===== config.mk =====
export PLATFORM = sky130hd
export DESIGN_NAME = rls_bit_sequencer
export DESIGN_NICKNAME = d
export VERILOG_FILES = /design/src/design/rls_pkg.sv /design/src/design/rls_bit_sequencer.sv
export SDC_FILE = /design/constraint.sdc
export NUM_CORES = 1
export LEC_CHECK = 0
export BUFFER_PORTS_ARGS = -buffer_cell sky130_fd_sc_hd__buf_2
export CORE_MARGIN = 2
export CORE_UTILIZATION = 51
export DETAILED_ROUTE_END_ITERATION = 10
export GPL_TIMING_DRIVEN = 0
export PLACE_DENSITY = 0.94
export SYNTH_ARGS = -nofsm -noshare
export SYNTH_HDL_FRONTEND = slang
export SYNTH_SLANG_ARGS = --single-unit

===== constraint.sdc =====
create_clock -name clk -period 11.1 [get_ports clk]
set_input_delay 2.775 -clock clk [delete_from_list [all_inputs] [get_ports clk]]
set_output_delay 2.775 -clock clk [all_outputs]
set_load 0.01 [all_outputs]

===== src/design/rls_pkg.sv =====
// ----------------------------------------------------------------------------
// rls_pkg: shared types and constants of the RGB LED strip serializer
// Command codes, store geometry, and the structs passed between modules.
// ----------------------------------------------------------------------------
package rls_pkg;

  // Pixel store geometry (the index field is 8 bits wide, so the store is fixed)
  localparam int MAX_PIXELS = 256;
  localparam int PIX_AW     = $clog2(MAX_PIXELS);
  localparam int PIX_W      = 24;
  localparam int COUNT_W    = 9;

  // Default length of a clear sequence, in zero bytes
  localparam int CLEAR_BYTES = 100;

  typedef enum logic [1:0] {
    FUNC_WRITE  = 2'd0,
    FUNC_UPDATE = 2'd1,
    FUNC_CLEAR  = 2'd2,
    FUNC_TICK   = 2'd3
  } func_t;

  typedef struct packed {
    func_t       func;
    logic [7:0]  pixel_index;
    logic [7:0]  red;
    logic [7:0]  green;
    logic [7:0]  blue;
  } item_t;

  typedef struct packed {
    logic clock_line;
    logic data_line;
    logic busy_res;
    logic error;
    logic done_res;
  } result_t;

  typedef struct packed {
    logic              en;
    logic [PIX_AW-1:0] addr;
    logic [PIX_W-1:0]  data;
  } wr_req_t;

endpackage


===== src/design/rls_bit_sequencer.sv =====
// ----------------------------------------------------------------------------
// rls_bit_sequencer: command decode and half-bit serializer
// Steps bit, byte and pixel counters one half-bit per tick and picks the
// outgoing data bit from the live pixel word.
// ----------------------------------------------------------------------------
module rls_bit_sequencer #(
  parameter int CLEAR_BYTES = rls_pkg::CLEAR_BYTES
) (
  input  logic                          clk,
  input  logic                          rst,
  input  logic                          accept,
  input  rls_pkg::item_t                item,
  input  logic [rls_pkg::COUNT_W-1:0]   pixel_count,
  input  logic [rls_pkg::PIX_W-1:0]     rd_data,
  input  logic                          rd_valid,
  output logic [rls_pkg::PIX_AW-1:0]    rd_addr,
  output rls_pkg::wr_req_t              wr,
  output rls_pkg::result_t              result
);

  localparam logic [rls_pkg::COUNT_W-1:0] MAX_COUNT = rls_pkg::COUNT_W'(rls_pkg::MAX_PIXELS);
  localparam logic [6:0]                  CLEAR_LAST = 7'(CLEAR_BYTES);

  logic                         busy, busy_next;
  logic                         clear_mode, clear_mode_next;
  logic [rls_pkg::COUNT_W-1:0]  pixel_counter, pixel_counter_next;
  logic [1:0]                   byte_select, byte_select_next;
  logic [2:0]                   bit_counter, bit_counter_next;
  logic                         half_phase, half_phase_next;
  logic [6:0]                   clear_byte_counter, clear_byte_counter_next;
  logic                         clock_level, clock_level_next;
  logic                         data_level, data_level_next;
  logic [rls_pkg::COUNT_W-1:0]  eff_count;
  logic [7:0]                   cur_byte;
  logic                         err, done;

  always_ff @(posedge clk) begin
    if (rst) begin
      busy               <= 1'b0;
      clear_mode         <= 1'b0;
      pixel_counter      <= '0;
      byte_select        <= '0;
      bit_counter        <= '0;
      half_phase         <= 1'b0;
      clear_byte_counter <= '0;
      clock_level        <= 1'b0;
      data_level         <= 1'b0;
    end else begin
      busy               <= busy_next;
      clear_mode         <= clear_mode_next;
      pixel_counter      <= pixel_counter_next;
      byte_select        <= byte_select_next;
      bit_counter        <= bit_counter_next;
      half_phase         <= half_phase_next;
      clear_byte_counter <= clear_byte_counter_next;
      clock_level        <= clock_level_next;
      data_level         <= data_level_next;
    end
  end

  assign eff_count = (pixel_count > MAX_COUNT) ? MAX_COUNT : pixel_count;

  // clear sequences, pixels past the store and unwritten pixels send zero bytes
  always_comb begin
    cur_byte = 8'd0;
    if (!clear_mode && (pixel_counter < MAX_COUNT) && rd_valid) begin
      case (byte_select)
        2'd0:    cur_byte = rd_data[23:16];
        2'd1:    cur_byte = rd_data[15:8];
        2'd2:    cur_byte = rd_data[7:0];
        default: cur_byte = 8'd0;
      endcase
    end
  end

  always_comb begin
    busy_next               = busy;
    clear_mode_next         = clear_mode;
    pixel_counter_next      = pixel_counter;
    byte_select_next        = byte_select;
    bit_counter_next        = bit_counter;
    half_phase_next         = half_phase;
    clear_byte_counter_next = clear_byte_counter;
    clock_level_next        = clock_level;
    data_level_next         = data_level;
    err                     = 1'b0;
    done                    = 1'b0;
    wr.en                   = 1'b0;
    wr.addr                 = item.pixel_index;
    wr.data                 = {item.red, item.green, item.blue};

    if (accept) begin
      unique case (item.func) inside
        rls_pkg::FUNC_WRITE: begin
          if ({1'b0, item.pixel_index} < eff_count) begin
            wr.en = 1'b1;
          end else begin
            err = 1'b1;
          end
        end
        rls_pkg::FUNC_UPDATE, rls_pkg::FUNC_CLEAR: begin
          if (busy) begin
            err = 1'b1;
          end else begin
            clear_mode_next         = (item.func == rls_pkg::FUNC_CLEAR);
            pixel_counter_next      = '0;
            byte_select_next        = '0;
            bit_counter_next        = '0;
            half_phase_next         = 1'b0;
            clear_byte_counter_next = '0;
            busy_next = (item.func == rls_pkg::FUNC_CLEAR) || (eff_count != '0);
          end
        end
        rls_pkg::FUNC_TICK: begin
          if (busy) begin
            if (!half_phase) begin
              clock_level_next = 1'b0;
              data_level_next  = cur_byte[3'd7 - bit_counter];
              half_phase_next  = 1'b1;
            end else begin
              clock_level_next = 1'b1;
              half_phase_next  = 1'b0;
              if (bit_counter != 3'd7) begin
                bit_counter_next = bit_counter + 3'd1;
              end else begin
                bit_counter_next = '0;
                if (clear_mode) begin
                  clear_byte_counter_next = clear_byte_counter + 7'd1;
                  done = (clear_byte_counter_next >= CLEAR_LAST);
                end else if (byte_select < 2'd2) begin
                  byte_select_next = byte_select + 2'd1;
                end else begin
                  byte_select_next   = '0;
                  pixel_counter_next = pixel_counter + rls_pkg::COUNT_W'(1);
                  done = (pixel_counter_next >= eff_count);
                end
              end
              if (done) begin
                busy_next = 1'b0;
              end
            end
          end
        end
        default: ;
      endcase
    end
  end

  // read the pixel the next half-bit will need
  assign rd_addr = pixel_counter_next[rls_pkg::PIX_AW-1:0];

  assign result.clock_line = clock_level_next;
  assign result.data_line  = data_level_next;
  assign result.busy_res   = busy_next;
  assign result.error      = err;
  assign result.done_res   = done;

endmodule

# Word level (Yosys, flattened, before mapping)
# Index checks and enable logic that the tools add are counted.
# word_totals
in_bits,71
reg_bits,26
elab_cells,118
# op_classes
eq_ne,13
bitwise,1
n_reduce_logical,15
n_addsub,5
order_cmp,7
n_mux,67
# op_table
operator,count
9-bit two-way mux,7
7-bit two-way mux,5
1-bit two-way mux,34
8-bit one-hot mux with 3 select lines,1
9-bit one-hot mux with 2 select lines,1
8-bit two-way mux,2
2-bit inequality test (second input constant),7
7-bit one-hot mux with 2 select lines,1
7-bit AND reduction,2
2-bit two-way mux,6
3-bit two-way mux,4
9-bit by 1-bit adder with 9-bit output (second input constant),1
9-bit >= comparator,1
9-bit > comparator (second input constant),1
8-bit by 9-bit less-than comparator with 1-bit output,1
9-bit less-than comparator (second input constant),1
9-bit nonzero test,1
8-bit AND reduction,1
7-bit by 1-bit adder with 7-bit output (second input constant),1
7-bit >= comparator (second input constant),1
2-bit equality test (second input constant),3
1-bit one-hot mux with 2 select lines,3
3-bit one-hot mux with 2 select lines,1
5-bit AND reduction,1
other kinds (18),21

# Logic depth before layout (Yosys ltp)
# depth
word_depth,15
mapped_depth,13
ltp_nobuf,12

# Worst setup path after synthesis
# OpenSTA, ideal clock, no wires.
# synth_timing
kind,input to output
startpoint,in pixel_count[8] (netlist bit)
endpoint,out result[2] (netlist bit)
arrival_time_ns,4.435
cell_stages,10
slack_ns,3.890
path_buffers,1
cell_sequence,clkinv_1 nand2_1 ha_1 a21o_1 a21o_1 a221o_1 o2111ai_1 nand4_1 nand2_1 buf_4
# synth_via
elab_chain_cells,15
word_cells_on_any_way,18
# synth_lines
item,line_no,text
"start, declared",rls_bit_sequencer.sv:13,"input logic [rls_pkg::COUNT_W-1:0] pixel_count,"
9-bit > comparator,rls_bit_sequencer.sv:61,assign eff_count = (pixel_count > MAX_COUNT) ? MAX_COUNT : pixel_count;
9-bit two-way mux *,rls_bit_sequencer.sv:61,
9-bit >= comparator,rls_bit_sequencer.sv:135,done = (pixel_counter_next >= eff_count);
1-bit two-way mux,rls_bit_sequencer.sv:130,end else if (byte_select < 2'd2) begin
1-bit two-way mux,rls_bit_sequencer.sv:127,if (clear_mode) begin
1-bit two-way mux,rls_bit_sequencer.sv:123,if (bit_counter != 3'd7) begin
1-bit two-way mux,rls_bit_sequencer.sv:116,if (!half_phase) begin
1-bit two-way mux,rls_bit_sequencer.sv:115,if (busy) begin
1-bit two-way mux,rls_bit_sequencer.sv:93,unique case (item.func) inside
1-bit two-way mux,rls_bit_sequencer.sv:92,if (accept) begin
1-bit two-way mux,rls_bit_sequencer.sv:138,if (done) begin
1-bit two-way mux,rls_bit_sequencer.sv:116,
1-bit two-way mux,rls_bit_sequencer.sv:115,
1-bit one-hot mux with 2 select lines *,rls_bit_sequencer.sv:93,
1-bit two-way mux *,rls_bit_sequencer.sv:92,
"end, declared",rls_bit_sequencer.sv:18,output rls_pkg::result_t result
# Mark *: on every way between the ends. The rest lies on a longest branch, timed or not. The select of a mux whose other input is x is not followed.

# Final worst setup path
# Same ends and word-level chain as after synthesis.

==> flow_metrics.tcl <==
set metrics [dict create \
    synth-edff-count 0 \
    p_leak_nw 1.57 \
    diodes 0 \
    yosysTopAreaCellShare_pct 20.8 \
    cts_buffer_depth 2 \
    drv_cap 0 \
    h-tree-depth 1 \
    dieHeight_um 74.1 \
    gp_congestion 0.861 \
    ys_ff_latch 26 \
    ant_nets 0 \
    cp_data_required_time_ns 8.33 \
    track_usage_pct 21.9 \
    grt_overflow_total 0 \
    fillers 395 \
    ctsHoldBuffers 0 \
    timing.rr.end "busy" \
    ir_drop_mv 0.0560 \
    dr.pass1.iters 4 \
    drive_above_1_share_pct 34.0 \
    syn-num-nets 420 \
    antenna_found_initial 0 \
    status "finished clean" \
    grt_pass1_wl_um 9620 \
    cts_tree "done" \
    setup_violations 0 \
    hold_start "bit_counter[2]" \
    syn_avg_cell_area_sq_um 7.73 \
    fin_crit_sh_pct 69.6 \
    hpwl_um 4980 \
    hold_depth 2 \
    num_vias 2632 \
    num_rows 25 \
    r2r_setup_slack_ns 8.03 \
    synthMostInstantiatedCell "nand2_1" \
    grt_max_degree 15 \
    rsz0062_at_grt "false" \
    fin_crit_ns 7.72 \
    synth_cell_types 48 \
    insertion_delay_ns 0.27 \
    nets 517 \
    min_to "bit_counter[2]" \
    synth_area_leaders "dfxtp_1 (21%), ha_1 (12%), buf_4 (12%)" \
    syn_area_sq_mm 0.00250 \
    worstSetupStartpointType "primary input" \
    post_cts_buffers 0 \
    reg2reg_depth 11 \
    yosysWarnings 0 \
    drt-total-wl_um 6270 \
    routed_via_density 5.40 \
    finalHoldViolations 0 \
    cts_sinks 26 \
    die_area_sq_mm 0.00549 \
    min_path_type "register to register" \
    cts_buffers 3 \
    initialDrtViolationCount 136 \
    start_util_pct 53.0 \
    arrival_ns 4.95 \
    port_buffers 92 \
    fin_skew_ns 0.0113 \
    powerDensity_mw_per_mm2 69.6 \
    drc_errors 0 \
    synth_top_cell_by_area "dfxtp_1" \
    crit_path_max_fanout 8 \
    slew_headroom_pct 63.9 \
    fin_util_pct 65.7 \
    yosys-top-cells-count "nand2_1 (41), buf_4 (39), a21oi_1 (36), dfxtp_1 (26), ha_1 (25)" \
    end_kind "output pin" \
    syn-instance-count 324 \
    core_sq_mm 0.00472 \
    ys_seq_area_share_pct 20.8 \
    ys.flop_type "dfxtp_1" \
    grt_pass1_vias 2261 \
    dieWidth_um 74.1 \
    r2r-start "pixel_counter[0]" \
    async_flop_share_pct 0 \
    cts_root_buf "clkbuf_8" \
    critPathKind "primary input to output pin" \
    path_clk_slew_ns 0.09 \
    worst_slew_pin_slew_ns 0.541 \
    io_pins 117 \
    drv_slew 0 \
    area_delta_synth_final_pct 23.9 \
    fmax_mhz 130 \
    cts_resized 0 \
    final.setup.tns_ns 0 \
    wl_per_cell_um 12.9 \
]
[kinds of logic (layout without fill, tap and decap cells)]
| logic type | after synthesis | count (layout) | share of synthesized area (%) |
|---|---|---|---|
| multiplexers | 11 | 11 | 4.95 |
| adder cells (fa/ha/maj) | 25 | 25 | 12.5 |
| flip-flops | 26 | 26 | 20.8 |
| AND/OR/NAND/NOR | 118 | 118 | 23.6 |
| buffers and inverters | 54 | 150 | 15.2 |
| AO/OA/AOI/OAI | 81 | 81 | 19.9 |
| XOR/XNOR | 9 | 9 | 3.15 |
[how the worst max path moves through the flow]
stage                        start         to  cells after the start
finish              pixel_count[8]  result[2]                     12
global route        pixel_count[8]  result[2]                     12
CTS                 pixel_count[8]  result[2]                     12
detailed placement  pixel_count[8]  result[2]                     12
global placement    pixel_count[8]  result[2]                     12
floorplan           pixel_count[8]  result[2]                     10
[layout make-up]
cell class	instances	area (sq um)	area share, %
clock buffer	4	55.1	1.77
timing repair buffer	92	460	14.8
buffer	48	358	11.5
sequential	26	520	16.8
tap	67	83.8	2.70
inverter	6	22.5	0.726
multi-input combinational	244	1600	51.7
[metal layers]
metal	GRT usage [%]	wire length, um	vias to the layer above
met5	0	0	-
met4	7.07	110	0
met3	2.57	434	12
met2	41.2	3210	120
met1	25.7	2510	1193
li1	-	-	1307
[worst max-delay path, cell delays in order]
cell and delay [ns]:
buf_2 0.12, clkinv_1 0.21, nand2_1 0.18, ha_1 0.26, a21o_1 0.16, a21o_1 0.17
a221o_1 0.35, o2111ai_1 0.24, nand4_1 0.15, nand2_1 0.11, buf_4 0.10, buf_2 0.11
[cell usage in the layout, fill, tap and decap left out, drive strengths merged, types with 2 or more instances in the layout]
cell,netlist,routed
mux2i,9,9
or3,3,3
dfxtp,26,26
clkbuf,4,8
xor2,7,7
nor2,17,17
and3,3,3
nor4,4,4
or3b,2,2
nand2,41,41
a2bb2oi,4,4
and2,2,2
or2,4,4
nand4,6,6
a21oi,36,36
a22o,7,7
inv,5,5
nor3,2,2
o21ai,19,19
a21o,5,5
nor2b,14,14
nand3,15,15
buf,44,136
xnor2,2,2
ha,25,25
[stage by stage]
step	area, sq um	std cells	hold slack (ns)	total power (W)	setup slack, ns
finish	3100	487	0.489	0.000216	3.38
global route	3100	487	0.513	0.000225	3.19
CTS	3100	487	0.488	0.000216	3.37
detailed placement	3050	483	0.475	0.000155	3.38
global placement	3050	483	0.453	0.000153	3.46
floorplan	2500	324	0.444	0.000133	3.89
[flip-flops by register name (all words and copies together) (netlist names)]
signal	cells
clear_mode	1
clear_byte_counter	7
clock_level	1
busy	1
half_phase	1
pixel_counter	9
bit_counter	3
data_level	1
byte_select	2
[report_power, final]
part	switching, W	internal (W)	total [W]
registers	0.000000685	0.0000939	0.0000946
logic	0.0000292	0.0000297	0.0000589
clock network	0.0000309	0.0000317	0.0000627
total	0.0000608	0.000155	0.000216
(Power assumes the default switching activity.)
